===== config.mk =====
export PLATFORM = sky130hd
export DESIGN_NAME = mhs_front
export DESIGN_NICKNAME = d
export VERILOG_FILES = /design/src/rtl/core/mhs_pkg.sv /design/src/rtl/core/mhs_front.sv
export SDC_FILE = /design/constraint.sdc
export NUM_CORES = 1
export LEC_CHECK = 0
export ABC_AREA = 1
export BUFFER_PORTS_ARGS = -buffer_cell sky130_fd_sc_hd__clkbuf_2
export CAP_MARGIN = 20
export CORE_ASPECT_RATIO = 0.7
export CORE_UTILIZATION = 35
export DETAILED_ROUTE_END_ITERATION = 7
export GPL_TIMING_DRIVEN = 0
export PLACE_DENSITY = 0.55
export SLEW_MARGIN = 20
export SYNTH_ARGS = -nofsm -noshare
export SYNTH_HDL_FRONTEND = slang
export SYNTH_SLANG_ARGS = --single-unit

===== constraint.sdc =====
create_clock -name clk_i -period 4.9 [get_ports clk_i]
set_clock_uncertainty 0.2 [all_clocks]
set_input_delay 0.98 -clock clk_i [delete_from_list [all_inputs] [get_ports clk_i]]
set_output_delay 0.98 -clock clk_i [all_outputs]
set_load 0.005 [all_outputs]

===== src/rtl/core/mhs_pkg.sv =====
// shared types and constants for the minhash signature engine
package mhs_pkg;

  localparam int MAX_HASHES  = 8;
  localparam int SLOT_W      = 3;
  localparam int VERTEX_BITS = 20;
  localparam int WORD_W      = 31;
  localparam int CNT_W       = 4;
  localparam int PROD_W      = WORD_W + VERTEX_BITS;
  localparam int SUM_W       = PROD_W + 1;
  localparam int FOLD_W      = WORD_W + 1;
  localparam int QUEUE_DEPTH = 4;
  localparam int QPTR_W      = 2;

  localparam logic [WORD_W-1:0] MERSENNE_P   = {WORD_W{1'b1}};
  localparam logic [CNT_W-1:0]  HASHES_RESET = 4'd8;

  typedef enum logic {
    FUNC_LOAD = 1'b0,
    FUNC_HASH = 1'b1
  } func_e;

  typedef struct packed {
    logic                   is_load;
    logic [SLOT_W-1:0]      slot;
    logic [WORD_W-1:0]      mult;
    logic [WORD_W-1:0]      add;
    logic [VERTEX_BITS-1:0] id;
    logic                   last;
  } cmd_t;

  typedef struct packed {
    logic                               valid;
    logic [CNT_W-1:0]                   count;
    logic [MAX_HASHES-1:0][WORD_W-1:0]  words;
  } sig_t;

endpackage


===== src/rtl/core/mhs_front.sv =====
// front end: accepts input words, classifies them and queues commands for the hash lanes
module mhs_front (
  input  logic                            clk_i,
  input  logic                            rst_ni,
  input  logic                            push_i,
  output logic                            full_o,
  input  logic                            func_i,
  input  logic [mhs_pkg::SLOT_W-1:0]      coeff_slot_i,
  input  logic [mhs_pkg::WORD_W-1:0]      coeff_mult_i,
  input  logic [mhs_pkg::WORD_W-1:0]      coeff_add_i,
  input  logic [mhs_pkg::VERTEX_BITS-1:0] vertex_id_i,
  input  logic                            last_i,
  output logic                            cmd_valid_o,
  output mhs_pkg::cmd_t                   cmd_o,
  input  logic                            cmd_pop_i
);
  import mhs_pkg::*;

  cmd_t              mem_q [QUEUE_DEPTH];
  logic [QPTR_W-1:0] wr_ptr_q, wr_ptr_d;
  logic [QPTR_W-1:0] rd_ptr_q, rd_ptr_d;
  logic [QPTR_W:0]   cnt_q, cnt_d;
  logic              accept;
  logic              slot_ok;
  logic              keep;
  cmd_t              cmd_in;

  assign full_o  = (cnt_q == (QPTR_W+1)'(QUEUE_DEPTH));
  assign accept  = push_i & ~full_o;
  // loads to a slot beyond the table are dropped here
  assign slot_ok = (int'(coeff_slot_i) < MAX_HASHES);
  assign keep    = accept & ((func_i == FUNC_HASH) | slot_ok);

  always_comb begin
    cmd_in.is_load = (func_i == FUNC_LOAD);
    cmd_in.slot    = coeff_slot_i;
    cmd_in.mult    = coeff_mult_i;
    cmd_in.add     = coeff_add_i;
    cmd_in.id      = vertex_id_i;
    cmd_in.last    = last_i;
  end

  assign cmd_valid_o = (cnt_q != '0);
  assign cmd_o       = mem_q[rd_ptr_q];

  always_comb begin
    wr_ptr_d = keep      ? wr_ptr_q + QPTR_W'(1) : wr_ptr_q;
    rd_ptr_d = cmd_pop_i ? rd_ptr_q + QPTR_W'(1) : rd_ptr_q;
    unique case ({keep, cmd_pop_i})
      2'b10:   cnt_d = cnt_q + (QPTR_W+1)'(1);
      2'b01:   cnt_d = cnt_q - (QPTR_W+1)'(1);
      default: cnt_d = cnt_q;
    endcase
  end

  always_ff @(posedge clk_i or negedge rst_ni) begin
    if (!rst_ni) begin
      wr_ptr_q <= '0;
      rd_ptr_q <= '0;
      cnt_q    <= '0;
    end else begin
      wr_ptr_q <= wr_ptr_d;
      rd_ptr_q <= rd_ptr_d;
      cnt_q    <= cnt_d;
    end
  end

  always_ff @(posedge clk_i) begin
    if (keep) begin
      mem_q[wr_ptr_q] <= cmd_in;
    end
  end

endmodule


==> results.py, run 1 <==
metrics = {
    "yosys": {
        "syn-instance-count": 1068,
        "synthesis.yosys.warnings": 0,
        "yosysUniqueCellTypes": 19,
        "synthesized_net_count": 1165,
        "synthesis.area_sq_mm": 0.0145,
        "synth.avg_cell_area_sq_um": 13.5,
        "synth_top_cell_area_share": 0.723,
        "synthTopCellsByArea": "sky130_fd_sc_hd__edfxtp_1, sky130_fd_sc_hd__o211ai_1, sky130_fd_sc_hd__nand2_1",
        "seq_area_frac_synth": 0.735,
        "synth_seq_cells": 355,
        "post_synthesis_cell_type_with_the_largest_combined_area": "sky130_fd_sc_hd__edfxtp_1",
    },
    "power_and_ir_drop": {
        "power-per-cell-area_mw_per_mm2": 614,
        "vdd_drop_max_uv": 336,
        "leakagePower_uw": 0.00713,
    },
    "worst_setup_path": {
        "slowest_stage": "sky130_fd_sc_hd__dfrtp_1",
        "worst-endpoint-required_ns": 3.72,
        "crit_path_end_kind": "output pin",
        "worstPathCellList": "buf_6, inv_4, buf_6, buf_6, o211ai_2, nand2_1, clkbuf_2",
        "critPathMaxFanout": 10,
        "critPathMaxStageDelay_ns": 0.37,
        "crit_arrival_ns": 1.92,
        "timing_startpoint_of_the_critical_path": "rd_ptr_q[1]",
        "critPathLaunchType": "register",
        "worst_path_most_repeated_cell": "sky130_fd_sc_hd__buf_6",
        "worst_r2r_startpoint": "cnt_q[0]",
        "worst-setup-path-type": "register to output pin",
    },
    "clock_tree": {
        "numCtsBuffers": 37,
        "cell_at_the_root_of_the_clock_tree": "sky130_fd_sc_hd__clkbuf_16",
        "clkSlewWorstSetupHoldPaths_ns": 0.06,
        "post_cts_resize_count": 0,
        "clock-sinks": 355,
        "cts_buffer_depth": 3,
        "postCtsHoldBufs": 0,
        "clk_latency_ns": 0.52,
        "post_cts_buffers": 0,
        "cts_tree": "yes",
        "cts_htree_levels": 2,
    },
    "floorplanning": {
        "boundaryPins": 180,
        "chipHeight_microns": 172,
        "initial_utilization": 0.359,
        "coreArea_sq_mm": 0.0402,
        "die_width_microns": 245,
        "die-area_sq_mm": 0.0421,
        "row_count": 61,
    },
    "routing": {
        "number_of_vias_after_detailed_routing": 8552,
        "initialDrtViolationCount": 426,
        "drtAntennaViolNets": 0,
        "firstDrtPassIters": 5,
        "drt_drc_violations_left": 0,
        "drt_wl_total_microns": 33300,
        "via_to_cell_ratio": 4.59,
        "routedWlPerCell_microns": 17.8,
    },
    "sta": {
        "timing.final.hold_violations": 0,
        "fin_crit_ns": 3.10,
        "whs_ns": 0.0927,
        "max_freq_ghz": 0.323,
        "count_of_final_max_slew_check_failures": 0,
        "grt_setup_unrepaired": "no",
        "slew-limit-headroom": 0.522,
        "timing_worst_slew_pin_value_ns": 0.716,
        "setup-violations-final": 0,
        "period_share": 0.632,
        "setup_tns_ns": 0,
    },
    "grt": {
        "gr-usage-met2": 0.273,
        "global_route.peak_usage_layer": "met2",
        "grt_first_pass_wirelength_microns": 51400,
        "grt_max_degree": 24,
        "grt_overflow_total": 0,
        "antenna_violations_before_repair": 4,
        "groute.layer.met1.usage": 0.214,
        "track_usage": 0.162,
        "first_global_vias": 8753,
        "globalRouteMet3Util": 0.0379,
    },
    "layout": {
        "post_route_cells_drive_above_1_share": 0.245,
        "stdcell_area_sq_mm": 0.0177,
        "finalCoreUtilization": 0.439,
        "mostFrequentLayoutCells": "sky130_fd_sc_hd__edfxtp_1, sky130_fd_sc_hd__nand2_1, sky130_fd_sc_hd__inv_1",
        "finish.net_count": 1401,
        "mostFrequentLayoutCell": "sky130_fd_sc_hd__edfxtp_1",
        "area_delta_synth_final_pct": 22.2,
        "instances_no_fill": 1864,
    },
    "outcome": {
        "run_status": "completed",
    },
    "placement": {
        "place_inst": 1800,
        "place_area_sq_mm": 0.0165,
        "dp.final_hpwl_microns": 22500,
        "port_buffers": 179,
        "place.gp.congestion": 0.736,
    },
    "hold_path": {
        "hold_path_class": "input pin to asynchronous set/reset pin",
    },
    "job": {
        "maxCapViolCount": 0,
    },
}
[flip-flops by register name, indices dropped and copies added, names as in the netlist]
register  cells
rd_ptr_q      2
cnt_q         3
mem_q       348
wr_ptr_q      2
[metrics by stage]
stage,setup WS (ns),power [uW]
2_1_floorplan,-0.588,6500
3_3_place_gp,-4.06,8180
3_5_place_dp,1.81,8330
4_1_cts,1.74,11100
5_1_grt,1.66,11600
6_report,1.80,10800
[where the power goes]
part | total [uW] | internal [uW] | switching (uW) | leakage, uW
sequential | 4110 | 3980 | 127 | 0.00327
clock | 2710 | 1610 | 1100 | 0.000561
combinational | 4020 | 1570 | 2440 | 0.00329
[kinds of logic after synthesis]
logic type | share of synthesized area
DFF | 0.735
and+or+nand+nor | 0.0739
buffers and inverters | 0.0861
AOI/OAI and AO/OA | 0.0973
adders and majority gates | 0.00571
xor gates and xnor gates | 0.00182
[cell usage after synthesis]
cell	n
sky130_fd_sc_hd__xor2_1	2
sky130_fd_sc_hd__buf_4	5
sky130_fd_sc_hd__o211ai_2	19
sky130_fd_sc_hd__nor2_1	4
sky130_fd_sc_hd__nand3_1	5
sky130_fd_sc_hd__o211ai_1	155
sky130_fd_sc_hd__inv_1	188
sky130_fd_sc_hd__fa_1	1
sky130_fd_sc_hd__clkbuf_1	2
sky130_fd_sc_hd__nand4_1	1
sky130_fd_sc_hd__xnor2_1	1
sky130_fd_sc_hd__o21ai_0	1
sky130_fd_sc_hd__dfrtp_1	7
sky130_fd_sc_hd__buf_6	37
sky130_fd_sc_hd__buf_2	14
sky130_fd_sc_hd__inv_4	1
sky130_fd_sc_hd__ha_1	5
sky130_fd_sc_hd__edfxtp_1	348
sky130_fd_sc_hd__nand2_1	272
[layout make-up]
cell class / count / area [sq um]
repair buffers: 197 / 1350
diodes: 2 / 5.00
well taps: 535 / 669
clock inverters: 12 / 138
fillers: 3671 / 22600
flip-flops and latches: 355 / 10600
plain buffers: 58 / 532
inverters: 189 / 712
clock buffers: 50 / 1020
multi-input cells: 466 / 2610
[metal layers]
metal | part of all wire | wire, microns
met5 | 0.00045 | 15
met4 | 0.015 | 490
met3 | 0.055 | 1820
met2 | 0.48 | 16000
met1 | 0.45 | 14900
[final timing paths]
path | depth (start not counted) | slack [ns] | end
worst min-delay path | 1 | 0.09 | cnt_q[0]
worst max register to register | 6 | 2.32 | mem_q[1][37]
max in group asynchronous | 1 | 4.23 | wr_ptr_q[0]
worst max-delay path | 7 | 1.80 | cmd_o[74]
worst min register to register | 1 | 0.28 | cnt_q[0]
min in group clk_i | 1 | 0.28 | cnt_q[0]
[critical path, delay by kind of cell (launching register included)]
family                 cells  cell delay [ns]
buffers and inverters      5             0.79
AO/OA/AOI/OAI              1             0.11
flip-flops                 1             0.37
AND/OR/NAND/NOR            1             0.12
Note: power is estimated with default switching activity, not from simulation.
==> run 2, diff against run 1 <==
==> constraint.sdc (replaced) <==
create_clock -name clk_i -period 2.6 [get_ports clk_i]
set_clock_uncertainty 0.2 [all_clocks]
set_input_delay 0.52 -clock clk_i [delete_from_list [all_inputs] [get_ports clk_i]]
set_output_delay 0.52 -clock clk_i [all_outputs]
set_load 0.005 [all_outputs]
==> run 2 against run 1 <==
  * Final area rose by 3.8%
  * Final cell count rose by 3.4%
  * Global-route usage decreased by 0.12 points
  * Clock power up 80%
  * Critical path type unchanged
  * Critical endpoint is now cmd_o[38]
  * Largest cell class unchanged
==> results.py, run 2 (synthesis gave the netlist of run 1 again) <==
metrics = {
    "clock_tree": {
        "cts_buffer_depth": 3,
        "clkSlewWorstSetupHoldPaths_ns": 0.06,
        "cts_htree_levels": 2,
        "numCtsBuffers": 38,
        "clock-sinks": 355,
        "cell_at_the_root_of_the_clock_tree": "sky130_fd_sc_hd__clkbuf_16",
        "cts_tree": "yes",
        "clk_latency_ns": 0.52,
    },
    "grt": {
        "first_global_vias": 8710,
        "grt_first_pass_wirelength_microns": 51000,
        "grt_max_degree": 24,
        "grt_overflow_total": 0,
        "antenna_violations_before_repair": 1,
        "track_usage": 0.161,
    },
    "routing": {
        "firstDrtPassIters": 4,
        "routedWlPerCell_microns": 17.6,
        "drtAntennaViolNets": 0,
        "initialDrtViolationCount": 476,
        "drt_wl_total_microns": 34000,
        "drt_drc_violations_left": 0,
        "number_of_vias_after_detailed_routing": 8803,
        "via_to_cell_ratio": 4.57,
    },
    "layout": {
        "stdcell_area_sq_mm": 0.0183,
        "post_route_cells_drive_above_1_share": 0.241,
        "finish.net_count": 1462,
        "finalCoreUtilization": 0.455,
        "mostFrequentLayoutCells": "sky130_fd_sc_hd__edfxtp_1, sky130_fd_sc_hd__nand2_1, sky130_fd_sc_hd__inv_1",
        "reg.largest.list": "mem_q (348), cnt_q (3)",
        "flip_flop_count_of_the_largest_register_after_layout": 348,
        "largest_reg_by_ff_count": "mem_q",
        "area_delta_synth_final_pct": 26.8,
        "mostFrequentLayoutCell": "sky130_fd_sc_hd__edfxtp_1",
        "antenna_cells_inserted": 0,
    },
    "power_and_ir_drop": {
        "finalPower_uw": 20600,
        "leakagePower_uw": 0.00741,
        "internal_power_uw": 13500,
        "combPwrFrac": 0.386,
        "power.net_switching_uw": 7060,
        "power.sequential.fraction": 0.377,
        "swShare": 0.343,
        "vdd_drop_max_uv": 518,
        "power-per-cell-area_mw_per_mm2": 1120,
        "pwr-share-clk": 0.237,
    },
    "placement": {
        "place.gp.congestion": 0.737,
        "dp.final_hpwl_microns": 22500,
        "place_area_sq_mm": 0.0165,
        "port_buffers": 179,
    },
    "hold_path": {
        "holdCritStartpoint": "coeff_mult_i[11]",
        "hold-path-endpoint": "mem_q[1][63]",
        "hold_path_class": "input pin to register",
        "holdPathStages": 1,
    },
    "floorplanning": {
        "row_count": 61,
        "die-area_sq_mm": 0.0421,
        "die_width_microns": 245,
        "coreArea_sq_mm": 0.0402,
        "initial_utilization": 0.359,
        "boundaryPins": 180,
        "chipHeight_microns": 172,
    },
    "worst_setup_path": {
        "worst_path_most_repeated_cell": "sky130_fd_sc_hd__buf_6",
        "critPathMaxStageDelay_ns": 0.37,
        "worstPathCellList": "buf_6, buf_12, buf_6, o211ai_1, nand2_1, clkbuf_2",
        "worst_r2r_path_depth": 6,
        "crit_arrival_ns": 1.83,
        "critPathMaxFanout": 10,
        "worst-endpoint-required_ns": 1.88,
        "worst-setup-path-type": "register to output pin",
        "regToRegSetupSlack_ns": 0.34,
        "crit_path_end_kind": "output pin",
        "worst_r2r_startpoint": "cnt_q[0]",
        "slowest_stage": "sky130_fd_sc_hd__dfrtp_1",
        "critPathLaunchType": "register",
        "crit-reg2reg-capture": "mem_q[1][40]",
    },
    "sta": {
        "fin_crit_ns": 2.55,
        "count_of_final_max_slew_check_failures": 0,
        "max_freq_ghz": 0.393,
        "timing.final.hold_violations": 0,
        "setup_tns_ns": 0,
        "grt_setup_unrepaired": "yes",
        "slew-limit-headroom": 0.521,
        "setup-violations-final": 0,
        "period_share": 0.979,
        "timing_worst_slew_pin_value_ns": 0.717,
    },
    "job": {
        "maxCapViolCount": 0,
    },
    "outcome": {
        "run_status": "completed",
    },
}
## run 2: power by group through the flow
stage,registers [uW],clock network [uW],logic (uW)
6_report,7750,4890,7940
5_1_grt,7830,5250,8810
4_1_cts,7760,5040,8040
3_5_place_dp,7880,0,7830
3_3_place_gp,7940,0,7310
2_1_floorplan,7870,0,4310
## run 2: metal layers
metal | track usage | vias up | routed length (microns)
met5 | 0 | - | 8
met3 | 0.0332 | 46 | 1640
li1 | - | 4329 | -
met4 | 0.0380 | 2 | 506
met2 | 0.270 | 188 | 16200
met1 | 0.215 | 4238 | 15600
## run 2: area by class of cell
cell class | instances | area [sq um]
timing repair buffer | 257 | 1960
inverter | 189 | 717
buffer | 58 | 612
multi-input combinational | 466 | 2630
tap | 535 | 669
clock buffer | 51 | 1020
sequential | 355 | 10600
fill | 3595 | 21900
clock inverter | 17 | 83.8
## run 2: how the worst max path moves through the flow
| stage | start | cells after the start | to |
|---|---|---|---|
| 2_1_floorplan | wr_ptr_q[0] | 4 | mem_q[2][0] |
| 3_3_place_gp | push_i | 3 | mem_q[3][42] |
| 3_5_place_dp | push_i | 5 | mem_q[1][43] |
| 4_1_cts | rd_ptr_q[0] | 7 | cmd_o[74] |
| 5_1_grt | rd_ptr_q[1] | 6 | cmd_o[55] |
| 6_report | rd_ptr_q[0] | 6 | cmd_o[38] |
## run 2: what timing repair did
item / 4_1_cts / 5_1_grt
gates cloned: 0 / 1
buffers inserted: 0 / 4
pin swaps: 0 / 21
endpoints found under the setup margin: 64 / 47
hold buffers: 55 / 0
gates resized for setup: 16 / 11
endpoints found under the hold margin: 205 / 0
## run 2: stage by stage
stage	std cells	hold WS (ns)	setup WS, ns
2_1_floorplan	1068	0.0244	0.0120
6_report	1928	0.0232	0.0544
3_3_place_gp	1782	0.176	-1.22
4_1_cts	1923	0.000691	0.000108
3_5_place_dp	1800	0.178	0.227
5_1_grt	1928	0.00634	-0.0308
## run 2: critical path: cells and delay by family (launching register included)
family / cells / cell delay [ns]
buf+inv: 4 / 0.60
flops: 1 / 0.37
simple gates: 1 / 0.13
compound gates: 1 / 0.19
